## src/rtl/assert_macros.svh

```systemverilog
// Assertion macros shared by the circular deque RTL.
// Defined empty when NO_ASSERTIONS is set; no other dependencies.
`ifndef ASSERT_MACROS_SVH
`define ASSERT_MACROS_SVH
`ifndef NO_ASSERTIONS
`define CDQ_ASSERT_IMPL(label, clk, rst_n, ante, cons) \
	label: assert property (@(posedge clk) disable iff (!rst_n) (ante) |-> (cons)) \
		else $error("cdq assertion failed");
`define CDQ_ASSERT_NEXT(label, clk, rst_n, ante, cons) \
	label: assert property (@(posedge clk) disable iff (!rst_n) (ante) |=> (cons)) \
		else $error("cdq assertion failed");
`else
`define CDQ_ASSERT_IMPL(label, clk, rst_n, ante, cons)
`define CDQ_ASSERT_NEXT(label, clk, rst_n, ante, cons)
`endif
`endif

```

## src/rtl/cdq_pkg.sv

```systemverilog
// Package for the circular deque: field widths, operation and status codes,
// controller state type and ring request struct. No dependencies.
`default_nettype none
package cdq_pkg;
	localparam int DEPTH_DEF     = 16;
	localparam int WORD_BITS_DEF = 32;
	localparam int CFG_W         = 5;
	localparam int OP_W          = 3;
	localparam int STATUS_W      = 2;

	typedef enum logic [OP_W-1:0] {
		OP_PUSH_FRONT = 3'd0,
		OP_PUSH_REAR  = 3'd1,
		OP_POP_FRONT  = 3'd2,
		OP_POP_REAR   = 3'd3,
		OP_DUMP       = 3'd4
	} op_t;

	typedef enum logic [STATUS_W-1:0] {
		ST_DONE  = 2'd0,
		ST_FULL  = 2'd1,
		ST_EMPTY = 2'd2
	} status_t;

	typedef enum logic {
		S_IDLE = 1'b0,
		S_DUMP = 1'b1
	} state_t;

	typedef struct packed {
		logic wr;
		logic rd;
	} ring_req_t;
endpackage
`default_nettype wire

```

## src/rtl/cdq_ring.sv

```systemverilog
// Ring store of the circular deque: one write port, one read port with
// registered read data. Uses cdq_pkg for the request struct.
`default_nettype none
module cdq_ring #(
	parameter int DEPTH     = cdq_pkg::DEPTH_DEF,
	parameter int WORD_BITS = cdq_pkg::WORD_BITS_DEF
) (
	input  wire logic                     clk,
	input  wire cdq_pkg::ring_req_t       req,
	input  wire logic [$clog2(DEPTH)-1:0] wr_addr,
	input  wire logic [WORD_BITS-1:0]     wr_data,
	input  wire logic [$clog2(DEPTH)-1:0] rd_addr,
	output logic      [WORD_BITS-1:0]     rd_data
);
	import cdq_pkg::*;

	logic [WORD_BITS-1:0] mem [DEPTH];

	always_ff @(posedge clk) begin
		if (req.wr) begin
			mem[wr_addr] <= wr_data;
		end
		if (req.rd) begin
			rd_data <= mem[rd_addr];
		end
	end
endmodule
`default_nettype wire

```

## src/rtl/cdq_ctrl.sv

```systemverilog
// Deque controller: head/tail/count registers, operation decode, dump
// sequencer, read-data stage and result register. Uses cdq_pkg, assert_macros.svh.
`default_nettype none
`include "assert_macros.svh"
module cdq_ctrl #(
	parameter int DEPTH     = cdq_pkg::DEPTH_DEF,
	parameter int WORD_BITS = cdq_pkg::WORD_BITS_DEF,
	parameter int CNT_W     = $clog2(DEPTH + 1)
) (
	input  wire logic                         clk,
	input  wire logic                         arst_n,
	input  wire logic                         cfg_valid,
	output logic                              cfg_ready,
	input  wire logic [cdq_pkg::CFG_W-1:0]    cfg_data,
	input  wire logic                         item_valid,
	output logic                              item_ready,
	input  wire logic [cdq_pkg::OP_W-1:0]     item_op,
	input  wire logic [WORD_BITS-1:0]         item_value,
	output logic                              res_valid,
	input  wire logic                         res_ready,
	output logic [cdq_pkg::STATUS_W-1:0]      res_status,
	output logic [WORD_BITS-1:0]              res_data,
	output logic [CNT_W-1:0]                  res_occ,
	output logic                              res_last,
	output cdq_pkg::ring_req_t                ring_req,
	output logic [$clog2(DEPTH)-1:0]          ring_wr_addr,
	output logic [WORD_BITS-1:0]              ring_wr_data,
	output logic [$clog2(DEPTH)-1:0]          ring_rd_addr,
	input  wire logic [WORD_BITS-1:0]         ring_rd_data
);
	import cdq_pkg::*;

	localparam int IDX_W = $clog2(DEPTH);

	state_t             state_q, state_d;
	logic [IDX_W-1:0]   head_q, head_d, tail_q, tail_d, ptr_q, ptr_d;
	logic [CNT_W-1:0]   count_q, count_d, remain_q, remain_d, cap_q, cap_d;
	logic               pend_s1, pend_d, last_s1, last_d;
	logic               res_valid_q, res_last_q;
	logic [STATUS_W-1:0] res_status_q;
	logic [WORD_BITS-1:0] res_data_q;
	logic [CNT_W-1:0]   res_occ_q;
	logic               load;
	status_t            ld_status;
	logic [WORD_BITS-1:0] ld_data;
	logic [CNT_W-1:0]   ld_occ;
	logic               ld_last;
	logic               out_free, acc, cfg_acc;

	function automatic logic [IDX_W-1:0] step_up(input logic [IDX_W-1:0] i,
			input logic [CNT_W-1:0] cap);
		logic [CNT_W-1:0] nx;
		nx = CNT_W'(i) + CNT_W'(1);
		return (nx >= cap) ? '0 : nx[IDX_W-1:0];
	endfunction

	function automatic logic [IDX_W-1:0] step_down(input logic [IDX_W-1:0] i,
			input logic [CNT_W-1:0] cap);
		logic [CNT_W-1:0] pv;
		pv = cap - CNT_W'(1);
		return (i == '0) ? pv[IDX_W-1:0] : i - IDX_W'(1);
	endfunction

	assign out_free   = !res_valid_q || res_ready;
	assign item_ready = (state_q == S_IDLE) && !pend_s1 && out_free;
	assign acc        = item_valid && item_ready;
	assign cfg_ready  = (state_q == S_IDLE) && !pend_s1 && !res_valid_q && !item_valid;
	assign cfg_acc    = cfg_valid && cfg_ready;

	always_comb begin
		state_d      = state_q;
		head_d       = head_q;
		tail_d       = tail_q;
		ptr_d        = ptr_q;
		count_d      = count_q;
		remain_d     = remain_q;
		cap_d        = cap_q;
		pend_d       = pend_s1;
		last_d       = last_s1;
		ring_req     = '0;
		ring_wr_addr = head_q;
		ring_wr_data = item_value;
		ring_rd_addr = ptr_q;
		load         = 1'b0;
		ld_status    = ST_DONE;
		ld_data      = '0;
		ld_occ       = count_q;
		ld_last      = 1'b1;

		if (pend_s1 && out_free) begin
			load    = 1'b1;
			ld_data = ring_rd_data;
			ld_last = last_s1;
			pend_d  = 1'b0;
		end

		unique case (state_q)
			S_IDLE: begin
				if (acc) begin
					unique case (item_op)
						OP_PUSH_FRONT, OP_PUSH_REAR: begin
							load = 1'b1;
							if (count_q == cap_q) begin
								ld_status = ST_FULL;
							end else begin
								ring_req.wr = 1'b1;
								if (count_q == '0) begin
									head_d = '0;
									tail_d = '0;
								end else if (item_op == OP_PUSH_FRONT) begin
									head_d = step_down(head_q, cap_q);
								end else begin
									tail_d = step_up(tail_q, cap_q);
								end
								ring_wr_addr = (item_op == OP_PUSH_FRONT) ? head_d : tail_d;
								count_d = count_q + CNT_W'(1);
								ld_occ  = count_d;
							end
						end
						OP_POP_FRONT, OP_POP_REAR: begin
							if (count_q == '0) begin
								load      = 1'b1;
								ld_status = ST_EMPTY;
							end else begin
								ring_req.rd  = 1'b1;
								ring_rd_addr = (item_op == OP_POP_FRONT) ? head_q : tail_q;
								pend_d       = 1'b1;
								last_d       = 1'b1;
								count_d      = count_q - CNT_W'(1);
								if (count_q == CNT_W'(1)) begin
									head_d = '0;
									tail_d = '0;
								end else if (item_op == OP_POP_FRONT) begin
									head_d = step_up(head_q, cap_q);
								end else begin
									tail_d = step_down(tail_q, cap_q);
								end
							end
						end
						OP_DUMP: begin
							if (count_q == '0) begin
								load      = 1'b1;
								ld_status = ST_EMPTY;
							end else begin
								ring_req.rd  = 1'b1;
								ring_rd_addr = head_q;
								pend_d       = 1'b1;
								last_d       = (count_q == CNT_W'(1));
								ptr_d        = step_up(head_q, cap_q);
								remain_d     = count_q - CNT_W'(1);
								if (count_q != CNT_W'(1)) begin
									state_d = S_DUMP;
								end
							end
						end
						default: begin
							load = 1'b1;
						end
					endcase
				end
			end
			S_DUMP: begin
				if (!pend_s1 || out_free) begin
					ring_req.rd  = 1'b1;
					ring_rd_addr = ptr_q;
					pend_d       = 1'b1;
					last_d       = (remain_q == CNT_W'(1));
					ptr_d        = step_up(ptr_q, cap_q);
					remain_d     = remain_q - CNT_W'(1);
					if (remain_q == CNT_W'(1)) begin
						state_d = S_IDLE;
					end
				end
			end
			default: begin
				state_d = S_IDLE;
			end
		endcase

		if (cfg_acc) begin
			head_d  = '0;
			tail_d  = '0;
			count_d = '0;
			if (cfg_data == '0) begin
				cap_d = CNT_W'(1);
			end else if (32'(cfg_data) > DEPTH) begin
				cap_d = CNT_W'(DEPTH);
			end else begin
				cap_d = CNT_W'(cfg_data);
			end
		end
	end

	always_ff @(posedge clk or negedge arst_n) begin
		if (!arst_n) begin
			state_q     <= S_IDLE;
			head_q      <= '0;
			tail_q      <= '0;
			ptr_q       <= '0;
			count_q     <= '0;
			remain_q    <= '0;
			cap_q       <= CNT_W'(DEPTH);
			pend_s1     <= 1'b0;
			last_s1     <= 1'b0;
			res_valid_q <= 1'b0;
		end else begin
			state_q  <= state_d;
			head_q   <= head_d;
			tail_q   <= tail_d;
			ptr_q    <= ptr_d;
			count_q  <= count_d;
			remain_q <= remain_d;
			cap_q    <= cap_d;
			pend_s1  <= pend_d;
			last_s1  <= last_d;
			if (load) begin
				res_valid_q <= 1'b1;
			end else if (res_ready) begin
				res_valid_q <= 1'b0;
			end
		end
	end

	always_ff @(posedge clk) begin
		if (load) begin
			res_status_q <= ld_status;
			res_data_q   <= ld_data;
			res_occ_q    <= ld_occ;
			res_last_q   <= ld_last;
		end
	end

	assign res_valid  = res_valid_q;
	assign res_status = res_status_q;
	assign res_data   = res_data_q;
	assign res_occ    = res_occ_q;
	assign res_last   = res_last_q;

	`CDQ_ASSERT_IMPL(a_count_le_cap, clk, arst_n, 1'b1, count_q <= cap_q)
	`CDQ_ASSERT_IMPL(a_empty_ptrs_zero, clk, arst_n, count_q == '0, head_q == '0 && tail_q == '0)
	`CDQ_ASSERT_IMPL(a_ptrs_in_range, clk, arst_n, 1'b1, CNT_W'(head_q) < cap_q && CNT_W'(tail_q) < cap_q)
	`CDQ_ASSERT_NEXT(a_dump_holds_input, clk, arst_n, state_q == S_DUMP, !acc)
endmodule
`default_nettype wire

```

## src/rtl/circular_deque_top.sv

```systemverilog
// Top level of the circular deque: stream ports, controller and ring store.
// Depends on cdq_pkg, cdq_ctrl and cdq_ring.
// A push, a refused operation or an unknown code is loaded into the result register
// when it is taken; a pop's word comes from the ring memory, whose read data is
// registered, and then goes to the result register. A dump reads the memory's single
// read port once per word, and the next item is taken after the last word is loaded
// into the result register. Writing capacity_in_use empties the deque; values of 0
// act as 1 and values above DEPTH act as DEPTH. A write is taken only while no beat
// is offered, no dump runs and no result waits.
`default_nettype none
module circular_deque_top #(
	parameter int DEPTH     = cdq_pkg::DEPTH_DEF,
	parameter int WORD_BITS = cdq_pkg::WORD_BITS_DEF,
	parameter int CNT_W     = $clog2(DEPTH + 1),
	parameter int IN_TD_W   = ((WORD_BITS + 7) / 8) * 8,
	parameter int OUT_TD_W  = ((WORD_BITS + CNT_W + 7) / 8) * 8
) (
	input  wire logic                            clk,
	input  wire logic                            arst_n,
	input  wire logic                            cfg_valid,
	output logic                                 cfg_ready,
	input  wire logic [cdq_pkg::CFG_W-1:0]       cfg_data,     // capacity_in_use
	input  wire logic                            s_tvalid,
	output logic                                 s_tready,
	input  wire logic [IN_TD_W-1:0]              s_tdata,      // value
	input  wire logic [cdq_pkg::OP_W-1:0]        s_tuser,      // operation
	output logic                                 m_tvalid,
	input  wire logic                            m_tready,
	output logic [OUT_TD_W-1:0]                  m_tdata,      // data, occupancy
	output logic [cdq_pkg::STATUS_W-1:0]         m_tuser,      // status
	output logic                                 m_tlast
);
	import cdq_pkg::*;

	ring_req_t                ring_req;
	logic [$clog2(DEPTH)-1:0] ring_wr_addr, ring_rd_addr;
	logic [WORD_BITS-1:0]     ring_wr_data, ring_rd_data;
	logic [WORD_BITS-1:0]     res_data;
	logic [CNT_W-1:0]         res_occ;

	cdq_ctrl #(
		.DEPTH     (DEPTH),
		.WORD_BITS (WORD_BITS),
		.CNT_W     (CNT_W)
	) u_ctrl (
		.clk          (clk),
		.arst_n       (arst_n),
		.cfg_valid    (cfg_valid),
		.cfg_ready    (cfg_ready),
		.cfg_data     (cfg_data),
		.item_valid   (s_tvalid),
		.item_ready   (s_tready),
		.item_op      (s_tuser),
		.item_value   (s_tdata[WORD_BITS-1:0]),
		.res_valid    (m_tvalid),
		.res_ready    (m_tready),
		.res_status   (m_tuser),
		.res_data     (res_data),
		.res_occ      (res_occ),
		.res_last     (m_tlast),
		.ring_req     (ring_req),
		.ring_wr_addr (ring_wr_addr),
		.ring_wr_data (ring_wr_data),
		.ring_rd_addr (ring_rd_addr),
		.ring_rd_data (ring_rd_data)
	);

	cdq_ring #(
		.DEPTH     (DEPTH),
		.WORD_BITS (WORD_BITS)
	) u_ring (
		.clk     (clk),
		.req     (ring_req),
		.wr_addr (ring_wr_addr),
		.wr_data (ring_wr_data),
		.rd_addr (ring_rd_addr),
		.rd_data (ring_rd_data)
	);

	assign m_tdata = OUT_TD_W'({res_occ, res_data});
endmodule
`default_nettype wire

```

## config.mk

```make
export PLATFORM = sky130hd
export DESIGN_NAME = circular_deque_top
export DESIGN_NICKNAME = d
export VERILOG_FILES = /design/src/rtl/cdq_pkg.sv /design/src/rtl/cdq_ring.sv /design/src/rtl/cdq_ctrl.sv /design/src/rtl/circular_deque_top.sv
export VERILOG_INCLUDE_DIRS = /design/src /design/src/rtl
export SDC_FILE = /design/constraint.sdc
export NUM_CORES = 1
export LEC_CHECK = 0
export BUFFER_PORTS_ARGS = -buffer_cell sky130_fd_sc_hd__buf_2
export CAP_MARGIN = 25
export CELL_PAD_IN_SITES_DETAIL_PLACEMENT = 1
export CELL_PAD_IN_SITES_GLOBAL_PLACEMENT = 1
export CORE_MARGIN = 4
export CORE_UTILIZATION = 36
export DETAILED_ROUTE_END_ITERATION = 10
export PLACE_DENSITY_LB_ADDON = 0.1
export SYNTH_ARGS = -nofsm -noshare
export SYNTH_HDL_FRONTEND = slang
export SYNTH_HIERARCHICAL = 1
export SYNTH_SLANG_ARGS = --single-unit
```

## constraint.sdc

```tcl
create_clock -name clk -period 12.43 [get_ports clk]
set_input_delay 0 -clock clk [delete_from_list [all_inputs] [get_ports clk]]
set_output_delay 0 -clock clk [all_outputs]
set_load 0.02 [all_outputs]
```

# ---- Word level (Yosys, flattened, before mapping)
# Memory sizes are Yosys's and may differ from the RTL's. A register that Yosys moved wholly into a read port is not among the register bits.
# Index checks and enable logic that the tools add are counted.
dict set report totals {
  memories 1
  input_bits 45
  ramBits 512
  regBits 71
}
dict set report classes {
  n_bitwise 2
  n_addsub 9
  n_reduce_logical 29
  magnitude_cmp 4
  eq_ne 20
  n_mux 95
}
# name depth word_bits read_ports rd_ports_with_merged_regs write_ports line
set mem_list {}
lappend mem_list {u_ring.mem 16 32 1 1 1 cdq_ring.sv:17} ;# logic [WORD_BITS-1:0] mem [DEPTH];
# op count
set op_table {}
lappend op_table {{$mux W4} 36}
lappend op_table {{$mux W5} 13}
lappend op_table {{$pmux W4 S2} 5}
lappend op_table {{$mux W1} 31}
lappend op_table {{$pmux W5 S2} 2}
lappend op_table {{$add A4 B1 Y5 const B} 3}
lappend op_table {{$ge A5 B5 Y1} 3}
lappend op_table {{$reduce_and A6 Y1} 2}
lappend op_table {{$sub A4 B1 Y4 const B} 3}
lappend op_table {{$eq A5 B1 Y1 const B} 2}
lappend op_table {{$logic_not A5 Y1} 2}
lappend op_table {{$pmux W1 S2} 5}
lappend op_table {{$sub A5 B1 Y5 const B} 2}
lappend op_table {{$ne A3 B3 Y1 const B} 3}
lappend op_table {{$logic_not A4 Y1} 2}
lappend op_table {{$ne A2 B2 Y1 const B} 4}
lappend op_table {{$reduce_and A4 Y1} 2}
lappend op_table {{$logic_and A1 B1 Y1} 7}
lappend op_table {{$eq A3 B2 Y1 const B} 2}
lappend op_table {{$ne A3 B2 Y1 const B} 2}
lappend op_table {{$reduce_or A2 Y1} 3}
lappend op_table {{$add A5 B1 Y5 const B} 1}
lappend op_table {{$eq A5 B5 Y1} 1}
lappend op_table {{$gt A5 B5 Y1 const B} 1}
lappend op_table {{other kinds (16)} 22}

# ---- Longest topological paths before layout
# Gate-level depths: netlist of the first run.
dict set report depth {
  word_depth 10
  ltp_mapped 14
}

# ---- By module
# Netlist of the first run, hierarchy kept.
# module seq_area_each_um2 instances cells_per_inst area_each_um2
set by_module_without_submodules {}
lappend by_module_without_submodules {cdq_ring 16335.7 1 838 20155.6}
lappend by_module_without_submodules {cdq_ctrl 1978.1 1 485 4830.9}
lappend by_module_without_submodules {circular_deque_top 0.0 1 4 26.3}

# ---- Least setup slack after synthesis of the first run
# Ideal clock, no wire load.
dict set report synth_timing {
  path_kind {register to register}
  startpoint {reg u_ctrl.tail_q[0]}
  endpoint {mem u_ring/mem[12][0] (netlist bit) (enable)}
  path_buffers 0
  slack_ns 7.205
  t_required_ns 11.969
  arrival_ns 4.764
  stages_incl_launch_ff 10
  setup_time_ns 0.461
  cell_sequence {dfrtp_1 inv_1 ha_1 ha_1 a2111o_1 a311oi_4 a22oi_1 o22ai_1 nand3_1 nor3_1}
}
dict set report synth_between {
  elab_chain_cells 10
}
# item line
set synth_rtl {}
lappend synth_rtl {{start: declaration} cdq_ctrl.sv:36} ;# logic [IDX_W-1:0] head_q, head_d, tail_q, tail_d, ptr_q, ptr_d;
lappend synth_rtl {{start signal: assignment} cdq_ctrl.sv:209} ;# tail_q <= tail_d;
lappend synth_rtl {{$add A4 B1 Y5 *} cdq_ctrl.sv:53} ;# nx = CNT_W'(i) + CNT_W'(1);
lappend synth_rtl {{$ge A5 B5 Y1} cdq_ctrl.sv:54} ;# return (nx >= cap) ? '0 : nx[IDX_W-1:0];
lappend synth_rtl {{$mux W4 *} cdq_ctrl.sv:54}
lappend synth_rtl {{$mux W4 *} cdq_ctrl.sv:110} ;# end else if (item_op == OP_PUSH_FRONT) begin
lappend synth_rtl {{$mux W4 *} cdq_ctrl.sv:107} ;# if (count_q == '0) begin
lappend synth_rtl {{$mux W4 *} cdq_ctrl.sv:115} ;# ring_wr_addr = (item_op == OP_PUSH_FRONT) ? head_d : tail_d;
lappend synth_rtl {{$mux W4 *} cdq_ctrl.sv:103} ;# if (count_q == cap_q) begin
lappend synth_rtl {{$mux W4 *} cdq_ctrl.sv:100} ;# unique case (item_op)
lappend synth_rtl {{$mux W4 *} cdq_ctrl.sv:99} ;# if (acc) begin
lappend synth_rtl {{$mux W4 *} cdq_ctrl.sv:97} ;# unique case (state_q)
lappend synth_rtl {{named net ring_wr_addr[2]} circular_deque_top.sv:36} ;# logic [$clog2(DEPTH)-1:0] ring_wr_addr, ring_rd_addr;
lappend synth_rtl {{end: declaration} cdq_ring.sv:17}
# Mark *: on every way through the listed nets, which the timed path passes. The rest lies on a longest branch.

# ---- Worst setup path in the final report of the first run
dict set report layout_timing {
  startpoint {reg u_ctrl.tail_q[0]}
  endpoint {mem u_ring/mem[10][10] (netlist bit) (enable)}
}
# The elaborated chain is that of the path after synthesis.

==> results list, run 1 <==
* Number of sinks on the clock net: 615
- Combinational cell fraction of total power: 30.1%
- Worst path max stage delay: 650 ps
* Unrepaired setup endpoints after global routing: no
- CTS tree: yes
- Synthesis instantiated 81 different standard cells from the library.
- Wirelength per Cell: 27.1 um
* Post-synthesis cell count: 1327
- Highest ir drop seen on vdd: 0.126 mV
- The floorplan step defined a die boundary enclosing 73800 um2.
- Clk network pwr share: 30.5%
* Post-Layout Cell Count: 2444
* Dominant cell type by count on the critical path: ha_1
- Worst Setup Start Kind: flop
* Total standard cell area after synthesis: 25000 um2
- Worst Setup End Kind: flop
- Across all layers, the routed design uses 13100 vias.
- Result of the run: complete, no violations
- Once placement completed, the tool counted placed cells totaling 2268.
* Proportion of layout cells with a drive suffix above 1: a little over a quarter
* CTS Hold Bufs: 44
- For the worst setup path, the data required time is 12700 ps.
- Relative to the synthesized area, the layout overhead comes to 17.0%.
* Count of endpoints failing hold in the final timing report: 0
* Overall fraction of global-route tracks in use: 18.1%
* Main synth FF type: edfxtp_1
* Chip Width: ~270 um
- For this block, the routed nets add up to 66.2 mm of wire.
- Synth Register Bits: 615
- The slowest stage of the critical path is the nor2_4 cell.
* Site Rows: 96
- Dividing the final minimum period by the clock period gives 40.3%.
- Source of the worst register-to-register timing path: u_ctrl/tail_q[0]
- The worst hold path belongs to the class in -> async.
- Post-route core utilization: 42.6%
* Seq/Total Area, Yosys: about 73%
* Cell Chain, Critical Path: inv_1 -> ha_1 -> ha_1 -> a2111o_1 -> a311oi_4 -> a22oi_1 -> o22ai_1 -> nand2b_1 -> nor2_4 -> buf_4
- Antenna-violating nets left: 0
* Commonest non-fill, non-tap cells in the layout: edfxtp_1, mux4_2, buf_2
* Fraction of power spent switching nets: between 30% and 40%
- For the final database, setup skew stands at 29.8 ps.
- Dividing the detail-routed via count by the number of cells gives 5.36.
* Commonest non-fill, non-tap cell in the layout: edfxtp_1
- For the worst-skew pair, the clock arrives at the later sink with an insertion delay of slightly above 600 ps.
- Root buf cell: clkbuf_16
- After clock tree synthesis, the clock-pin slew on the worst setup and hold paths is roughly 60 ps.
- YS warnings: 6
- Pin slew with the least headroom to its limit: between 1000 and 1500 ps
- Quantity of I/O buffers inserted on ports: 87
- Asr flop ratio synth: under 10%
- After clock tree synthesis, the setup repair step added 0 buffers.
* Max-cap violations: 0
* Largest net degree at the start of global routing: 69
- P per Cell Area: 234 nW/um2
* Area of the core: roughly 69000 um2
- Dividing the synthesized area by the synthesized cell count gives between 15 and 20 um2.
* Endpoint of the worst-slack reg-to-reg timing path: u_ring/mem[10][10]
* First-pass GRT wire length: 98.5 mm
* Power spent charging and discharging nets: 2.25 mW
- Cell-internal power: 4.61 mW
* Maximum buffer depth of the clock tree: 3
- Number of enable-type register cells in the synthesized netlist: 584
- Of all nets on the critical path, the largest fanout is 17.
- Number of pins exceeding their max-slew limit in the final report: 0
- CTS Buf Count: 71
- Sum of negative setup slack: 0 ps
- Clock period minus final worst setup slack: 5010 ps
- After legalization and detailed placement, the total HPWL measured 40.1 mm.
- Number of ports placed on the die boundary: 91
- Setup violations remaining at the end of the flow were counted as 0.
- GRT overflow: 0
- The number of global-route vias before repair came to 14100.
- The first routing iteration left 961 violations.
- Slack of the worst reg-to-reg path: 7420 ps
- For this configuration, the core starts out at a cell density of 36.4%.
- Data arrival time of the critical path: 5280 ps
- Crit path kind: reg -> reg
- From bottom edge to top edge, the die measures 272 um.
- Number of instances resized during post-cts repair: 0
- After filler insertion, the fill cell instance count of the layout stands at 6566.
* Depth of the worst register-to-register path: 10
- At the end of routability-driven placement, the weighted congestion stood at 0.766.
* Detailed Routing Iterations Pass 1: 5
- On the final layout, the worst hold slack is 25.2 ps.
- Highest Clock Rate: ~200 MHz
* H-tree levels: 3
- Headroom to the max-slew limit came out at 32.2%.
* Leakage Power: 9.80 nW
- The cell family contributing the most delay on the critical path is compound AO/OA/AOI/OAI gates.
- The number of antenna violations at the first check in global routing is 7.
- At the end of the flow, the number of nets in the layout was approximately 1500.
- CP Buf/Inv Count: 2
- Drc violations: 0
* Total power after layout: 6.86 mW
- The share of total power dissipated in sequential elements is 39.4%.
## registers in the layout, indices dropped and copies added (netlist names)
signal             count
u_ctrl/head_q          4
u_ctrl/pend_s1         1
u_ctrl/res_valid       1
u_ring/mem           512
u_ctrl/res_data       32
u_ctrl/count_q         5
u_ring/rd_data        32
u_ctrl/remain_q        5
u_ctrl/cap_q           5
u_ctrl/tail_q          4
u_ctrl/res_last        1
u_ctrl/state_q         1
u_ctrl/res_status      2
u_ctrl/ptr_q           4
u_ctrl/res_occ         5
u_ctrl/last_s1         1
## cell usage after synthesis (5+ instances only)
cell type  count  share of area (%)
buf_4         46                1.4
a211oi_1       7               0.21
and3_1        38               0.95
xnor2_1       10               0.35
nand3_1       13               0.26
mux2i_1        9               0.36
o22ai_1        5               0.13
nor3_1        15               0.30
nor2b_1        7               0.18
edfxtp_1     584                 70
nand2_1       61               0.92
buf_1         10               0.15
nand2b_1      10               0.25
ha_1          26                1.3
dfrtp_1       30                3.0
mux4_2       128                 12
xor2_1        13               0.46
a22oi_1       71                2.1
nand3b_1       5               0.15
a21oi_1       20               0.40
clkbuf_1      32               0.48
o211ai_1       6               0.18
inv_1         29               0.44
buf_2         16               0.32
o21ai_0       18               0.36
nor2_1        35               0.53
## per-stage QoR
step / setup WS [ps] / area, um2
floorplan: 7200 / 25000
CTS: 7390 / 29300
finish: 7420 / 29300
global route: 7090 / 29300
global placement: 7400 / 26300
detailed placement: 7440 / 26500
## cell type report
class	instances	area, um2	area share, %
inverters	29	119	0.406
clock buffers	80	1810	6.19
flip-flops and latches	615	18300	62.6
repair buffers	159	1180	4.04
clock inverters	48	527	1.80
well taps	931	1160	3.98
diodes	3	7.51	0.0257
multi-input cells	579	6140	21.0
## how the worst max path moves through the flow
stage                         end  cells past startpoint             start  slack, ps
2_1_floorplan   u_ring/mem[12][0]                      9  u_ctrl/tail_q[0]       7200
3_3_place_gp    u_ring/mem[3][25]                      9  u_ctrl/tail_q[0]       7400
4_1_cts         u_ring/mem[10][2]                     10  u_ctrl/tail_q[0]       7390
3_5_place_dp    u_ring/mem[10][7]                     10  u_ctrl/tail_q[0]       7440
5_1_grt         u_ring/rd_data[0]                      9  u_ctrl/res_valid       7090
6_report       u_ring/mem[10][10]                     10  u_ctrl/tail_q[0]       7420
## logic make-up (layout without fill, tap and decap cells)
group | count (synthesis) | in the layout | share of synthesized area [%]
flops | 615 | 615 | 73.2
simple gates | 214 | 214 | 4.63
compound gates | 174 | 174 | 5.19
mux | 139 | 139 | 12.0
buf+inv | 135 | 316 | 2.87
fa+ha+maj | 26 | 26 | 1.30
xor+xnor | 23 | 23 | 0.805
other cells | 1 | 6 | 0.0150
## power groups by stage
stage          Sequential, mW  Clock, mW  Combinational (mW)
2_1_floorplan            2.73          0                1.40
3_3_place_gp             2.75          0                2.06
3_5_place_dp             2.75          0                2.09
4_1_cts                  2.71       2.16                2.11
5_1_grt                  2.73       2.25                2.26
6_report                 2.70       2.09                2.06
## metal layers
| metal | vias up | routed length [um] | share of wire, % | global-route usage, % |
|---|---|---|---|---|
| met2 | 323 | 31100 | 47 | 28.5 |
| met3 | 97 | 3130 | 4.7 | 3.39 |
| met5 | - | 17 | 0.026 | 0 |
| met4 | 2 | 1570 | 2.4 | 4.69 |
| met1 | 7039 | 30400 | 46 | 26.1 |
| li1 | 5630 | - | - | - |
No activity file was read; power rests on OpenSTA's default activity.
==> run 2, diff against run 1 <==
==> constraint.sdc (replaced) <==
create_clock -name clk -period 4.4 [get_ports clk]
set_input_delay 0 -clock clk [delete_from_list [all_inputs] [get_ports clk]]
set_output_delay 0 -clock clk [all_outputs]
set_load 0.02 [all_outputs]
==> run 2 against run 1 <==
Total power rose to 2.9 times the previous value. Sequential power rose to 2.8 times the previous value. Critical endpoint is now u_ring/mem[2][3]. Utilization up 0.70 points. Combinational power rose to 3.1 times the previous value. Register-to-register slack worse by 7100 ps. Clock-buffer cell count up 13. Critical path depth up 2. Setup slack worse by 7100 ps. Sequential share of layout area down 1.0 points. Clock skew about the same. Fmax up 22%.
==> results list, run 2 (synthesis gave the netlist of run 1 again) <==
* Result of the run: complete, no violations
- For this configuration, the core starts out at a cell density of 36.4%.
- The post-route netlist has 28.7% of its cells at a drive strength greater than 1.
- Required time of the worst setup path: between 4000 and 5000 ps
- Total placed cells including tap cells: 2327
- The first routing iteration left 811 violations.
- Max-cap violations: 0
* Area of the core: between 60000 and 70000 um2
- CTS Buf Count: 70
* Tcrit/Tclk final: between 90 and 100%
- Final clock skew: 29.9 ps
- Setup repair after global routing left no endpoint under its margin.
- Net count of the finished layout: approximately 1600
* Post-detailed-routing wire length: 65.4 mm
* Detail-routed via count per cell: 5.25
- The number of antenna violations at the first check in global routing came to 0.
- Met2 wire len: 32.4 mm
- Area of the die: approximately 74000 um2
* Postcts setup bufs: 0
- Number of pins exceeding their max-slew limit in the final report: 0
* Later-pin clock latency in the skew report: 610 ps
- Data arrives at the worst endpoint at roughly 4400 ps.
- Antenna cells: 0
* Detailed Routing Iterations Pass 1: 7
- The worst setup path is captured at a flop.
* DP Wirelength: 40.1 mm
- Leaving out fill and tap cells, the most frequent cells in the layout are edfxtp_1, mux4_2, buf_2.
- Overall fraction of global-route tracks in use: 17.9%
* Root buf cell: clkbuf_16
- For this run, design rule violations remaining after detail routing come to 0.
- CTS built an H-tree with a depth of 3.
- The detail route stage leaves a number of antenna-violating nets equal to 0.
- Largest fanout of any net on the critical path: 17
- Class of the tightest hold or removal check: in -> async
- Maximum buffer depth of the clock tree: 3
* Highest Clock Rate: 244 MHz
* Crit path kind: reg -> reg
* Site Rows: 96
* Vias in the first global route: 14600
* Largest net degree at the start of global routing: 46
* Quantity of I/O buffers inserted on ports: 87
- Max-slew headroom at the worst pin: 41.9%
* Number of setup violations in the final report: 0
- Number of flip-flops under the largest register name: 512
- Clock period minus final worst setup slack: 4100 ps
- The filler cells instantiated in the layout total 6579.
- Worst Setup Start Kind: flop
- Clock transition at path regs: 60 ps
- OpenSTA, run right after detailed placement, puts the worst setup slack at 215 ps.
- At the end of routability-driven placement, the weighted congestion stood at 0.817.
- Layout overhead on the synthesized area: 18.9%
* Length of routed met3 wiring: 2.26 mm
* CTS tree: yes
- Summed over all cells, the static leakage comes to 10.1 nW.
* Post-Layout Cell Count: between 2000 and 3000
* Top layer used by detailed routing: met4
* Highest ir drop seen on vdd: roughly 0.33 mV
- GRT overflow: 0
- Measured along the x axis, the die boundary spans 272 um.
* Count of endpoints failing hold in the final timing report: 0
- Setup ws final: ~300 ps
- Slack of the worst reg-to-reg path: 300 ps
* Number of ports placed on the die boundary: 91
- The detailed router put a total of ~29 mm of wire on met1.
- Leaving out fill and tap cells, the most frequent cell in the layout is edfxtp_1.
* Height of the die: 272 um
- For this block, the via count after detailed routing is 13100.
- Number of sinks on the clock net: 615
- The first global-routing pass estimated just under 100 mm of wire.
* P per Cell Area: 660 nW/um2
* Pin slew with the least headroom to its limit: 869 ps
- Dividing the detail-routed wire length by the instance count gives 26.2 um.
- Top register by number of flip-flops: u_ring/mem
-- run 2: cell types whose count changed in the layout (fill, tap and decap cells not counted), moves of 3 or more --
cell,before,now
clkinvlp_4,4,1
nor3_4,1,5
buf_16,3,0
buf_12,3,13
clkbuf_1,9,19
clkinv_1,15,9
nor3_2,5,1
buf_4,22,74
diode_2,3,0
-- run 2: path summary, 6_finish.rpt --
| kind | startpoint | end | cells after the start |
|---|---|---|---|
| setup reg to reg | u_ctrl/tail_q[0] | u_ring/mem[2][3] | 12 |
| hold reg to reg | u_ring/rd_data[6] | u_ctrl/res_data[6] | 1 |
| setup / recovery | u_ctrl/tail_q[0] | u_ring/mem[2][3] | 12 |
| hold / removal | arst_n | u_ctrl/cap_q[0] | 2 |
| min in group clk | cfg_data[3] | u_ctrl/cap_q[3] | 4 |
| max in group asynchronous | arst_n | u_ctrl/pend_s1 | 2 |
-- run 2: worst max-delay path: stages (launching register included) --
cell      delay [ps]
dfrtp_1          530
ha_1             340
xor2_1           210
ha_1             250
o21ai_0          110
nand2b_1         140
a311oi_4         110
buf_4            180
a22oi_1          200
o22ai_1          160
or3b_2           540
nor2_4           670
buf_4            320
-- run 2: layout make-up --
cell class                      instances  area [um2]  share of cell area (%)
Sequential cell                       615       18300                    61.6
Clock inverter                         34         370                    1.25
Multi-Input combinational cell        579        6160                    20.7
Tap cell                              931        1160                    3.92
Clock buffer                           93        1910                    6.43
Timing Repair Buffer                  219        1700                    5.72
Inverter                               29         119                   0.400
-- run 2: metal layers --
| layer | track usage (%) | vias up |
|---|---|---|
| met5 | 0 | - |
| met4 | 4.69 | 0 |
| met3 | 2.96 | 95 |
| met2 | 29.9 | 235 |
| met1 | 24.6 | 7046 |
| li1 | - | 5753 |
-- run 2: report_power, final --
group          total [mW]  switching, mW  internal (mW)
clock network        5.81           2.33           3.48
logic                6.37           3.68           2.69
registers            7.44          0.288           7.15
-- run 2: timing repair --
item	4_1_cts	5_1_grt
gates resized for setup	0	0
hold endpoints to repair	559	0
hold buffers	45	0
-- run 2: through the flow --
stage	util (%)	area (um2)	setup TNS [ps]	total power, mW	hold slack, ps
floorplan	-	25000	-77090	11.7	-296
finish	43.3	29700	0	19.6	26.8
global route	43.3	29700	0	20.7	76.3
global placement	39.3	27000	0	14.0	140
detailed placement	39.3	27000	0	14.0	153
CTS	43.3	29700	0	19.9	33.7
==> run 3, diff against run 2 <==
--- a/config.mk
+++ b/config.mk
@@ -10,10 +10,12 @@
 export CAP_MARGIN = 25
 export CELL_PAD_IN_SITES_DETAIL_PLACEMENT = 1
 export CELL_PAD_IN_SITES_GLOBAL_PLACEMENT = 1
+export CORE_ASPECT_RATIO = 0.7
 export CORE_MARGIN = 4
 export CORE_UTILIZATION = 36
 export DETAILED_ROUTE_END_ITERATION = 10
 export PLACE_DENSITY_LB_ADDON = 0.1
+export REMOVE_ABC_BUFFERS = 1
 export SYNTH_ARGS = -nofsm -noshare
 export SYNTH_HDL_FRONTEND = slang
 export SYNTH_HIERARCHICAL = 1
==> run 3 against run 2 <==
Utilization down 0.40 points. Routed wire length down 1.6%. Sequential share of layout area up 0.79 points. Combinational power down 2%. Global-route usage down 0.17 points. Critical path type unchanged.
==> results list, run 3 (synthesis gave the netlist of run 1 again) <==
* Result of the run: complete, no violations
* Number of setup violations in the final report: 0
* Height of the die: 229 um
- The worst register-to-register path has a setup slack of 300 ps.
- CTS Buf Count: 61
- In this run the power spent charging and discharging nets is 6.19 mW.
- Max-cap violations: 0
- Later-pin clock latency in the skew report: 640 ps
- Fin Hold WS: 166 ps
- Commonest non-fill, non-tap cell in the layout: edfxtp_1
* Detail-routed via count per cell: ~5.3
* Count of endpoints failing hold in the final timing report: 0
- Root buf cell: clkbuf_16
* GR met1 Demand/Resource: 26.9%
- Required time of the worst setup path: 4690 ps
* Largest net degree at the start of global routing: 51
* Source of the worst register-to-register timing path: u_ctrl/tail_q[0]
- Number of sinks on the clock net: 615
- Cells with a size suffix above 1 make up 27.0% of the layout.
- Counting the fill cells in the layout gives 6486.
* First DRT Iteration DRCs: 1053
- Combinational cell fraction of total power: 32.9%
* Number of flip-flops under the largest register name: 512
- Following the worst setup path forward leads to its endpoint at u_ring/mem[4][11].
- Cell-internal power: 12.8 mW
- The path class of the tightest hold or removal check is in -> reg.
* Most Used Layer, Global Route: met1
- The count of nets left with antenna violations once routing finished came out at 0.
* Detailed Routing Iterations Pass 1: 4
- TritonCTS built the clock tree.
* Number of antenna violations at the first check in global routing: 1
* Starting density of the core: 36.5%
* Cell area after layout: 29400 um2
* Highest Clock Rate: between 200 and 250 MHz
- Clock-pin slew was measured on the worst setup and hold paths at 70 ps.
- Depth of the worst register-to-register path: 10
* Maximum buffer depth of the clock tree: 3
- At the pin with the least slew margin, the transition time is 1050 ps.
* DP Wirelength: about 38 mm
- The number of global-route vias before repair came to 13900.
- After global routing the overflow that remains totals 0.
- Unrepaired setup endpoints after global routing: no
- Leakage Power: 9.88 nW
- After floorplanning, the core was divided into 80 placement rows.
* Overall fraction of global-route tracks in use: approximately 18%
* Chip Width: roughly 320 um
- Endpoint of the worst-slack reg-to-reg timing path: u_ring/mem[4][11]
* Area of the die: 73800 um2
- H-tree levels: 2
* Post-detailed-routing wire length: 64.4 mm
- The clock arrives with 31.9 ps of skew.
- Routability-driven placement finished with a final weighted congestion of 0.814.
- Drc violations: 0
- Sequential group share of total power: between 30% and 40%
- Vias post-DR: 13000
- STA classifies the critical path endpoint as a flop.
* Crit path kind: reg -> reg
- P per Cell Area: 645 nW/um2
- In this run the post-CTS setup repair buffer count came out at 0.
- The count of pins over their slew limit is 0.
- Data on the critical path arrives at its endpoint at between 4000 and 5000 ps.
* Launching element of the worst setup path: u_ctrl/tail_q[0]
- In this run the cell area measured after placement is roughly 27000 um2.
- Number of instances resized during post-cts repair: 0
- Clock period minus final worst setup slack: 4100 ps
* Clk network pwr share: 27.8%
- Adding up every negative setup slack in the final design gives 0 ps.
* Number of ports placed on the die boundary: 91
- Net count of the finished layout: around 1600
* Fraction of power spent switching nets: 32.6%
- Of all nets on the critical path, the largest fanout is 32.
- First-pass GRT wire length: 96.0 mm
- Worst Setup Start Kind: flop
- Tcrit/Tclk final: 93.2%
* Antenna cells: 0
* Global routing met2 resource utilization: 26.4%
- Highest ir drop seen on vdd: ~0.36 mV
- The register with the most flip-flops in the final layout is u_ring/mem.
* Quantity of I/O buffers inserted on ports: 87
- Global routing consumed, on the met3 layer, 3.78% of the routing resources.
* Max-slew headroom at the worst pin: slightly below 30%
- Layout overhead on the synthesized area: 17.4%
* Wirelength per Cell: 26.5 um
- After floorplanning, the core was sized to cover 68500 um2.
- Commonest non-fill, non-tap cells in the layout: edfxtp_1, mux4_2, buf_2
run 3: power by group through the flow:
stage                     registers, mW  clock network, mW  logic [mW]
after global routing               7.51               5.73        6.80
after global placement             7.57                  0        6.22
after detailed placement           7.57                  0        6.27
after CTS                          7.46               5.45        6.33
final                              7.45               5.26        6.24
after floorplan                    7.81                  0        3.99
run 3: what timing repair did:
item                       in CTS  in global routing
hold buffers                   47                  0
hold endpoints to repair      566                  0
setup endpoints to repair       0                  0
run 3: through the flow:
step | power (mW) | instances | util, % | worst slack, ps
finish | 19.0 | 2432 | 42.9 | 298
global route | 20.0 | 2432 | 42.9 | 42.3
CTS | 19.2 | 2432 | 42.9 | 291
detailed placement | 13.8 | 2273 | 39.3 | 346
global placement | 13.8 | 2273 | 39.3 | 437
floorplan | 11.8 | 1223 | - | -2890
run 3: per-layer routing:
metal	wire length (um)	part of all wire (%)
met4	996	1.5
met3	3290	5.1
met1	31500	49
met2	28600	44
met5	13	0.020
run 3: worst min path at each step:
| stage | start | end | slack (ps) | cells after the start |
|---|---|---|---|---|
| final | cfg_data[1] | u_ctrl/cap_q[1] | 170 | 4 |
| after detailed placement | arst_n | u_ctrl/cap_q[1] | 150 | 1 |
| after global placement | arst_n | u_ctrl/tail_q[2] | 160 | 1 |
| after CTS | cfg_data[1] | u_ctrl/cap_q[1] | 110 | 4 |
| after global routing | cfg_data[1] | u_ctrl/cap_q[1] | 160 | 4 |
| after floorplan | arst_n | u_ctrl/cap_q[0] | -300 | 0 |
run 3: layout make-up:
type	instances	area (um2)	area share (%)
well taps	902	1130	3.84
clock inverters	41	398	1.35
repair buffers	195	1660	5.67
clock buffers	71	1610	5.47
multi-input cells	579	6140	20.9
inverters	29	119	0.405
flip-flops and latches	615	18300	62.4
run 3: worst max-delay path: stages, from the launching register on:
cell	delay, ps
dfrtp_1	550
inv_1	180
ha_1	380
ha_1	310
a2111o_1	430
a311oi_4	480
a22oi_1	160
o22ai_1	250
nand3b_1	360
nor3_2	300
buf_12	310
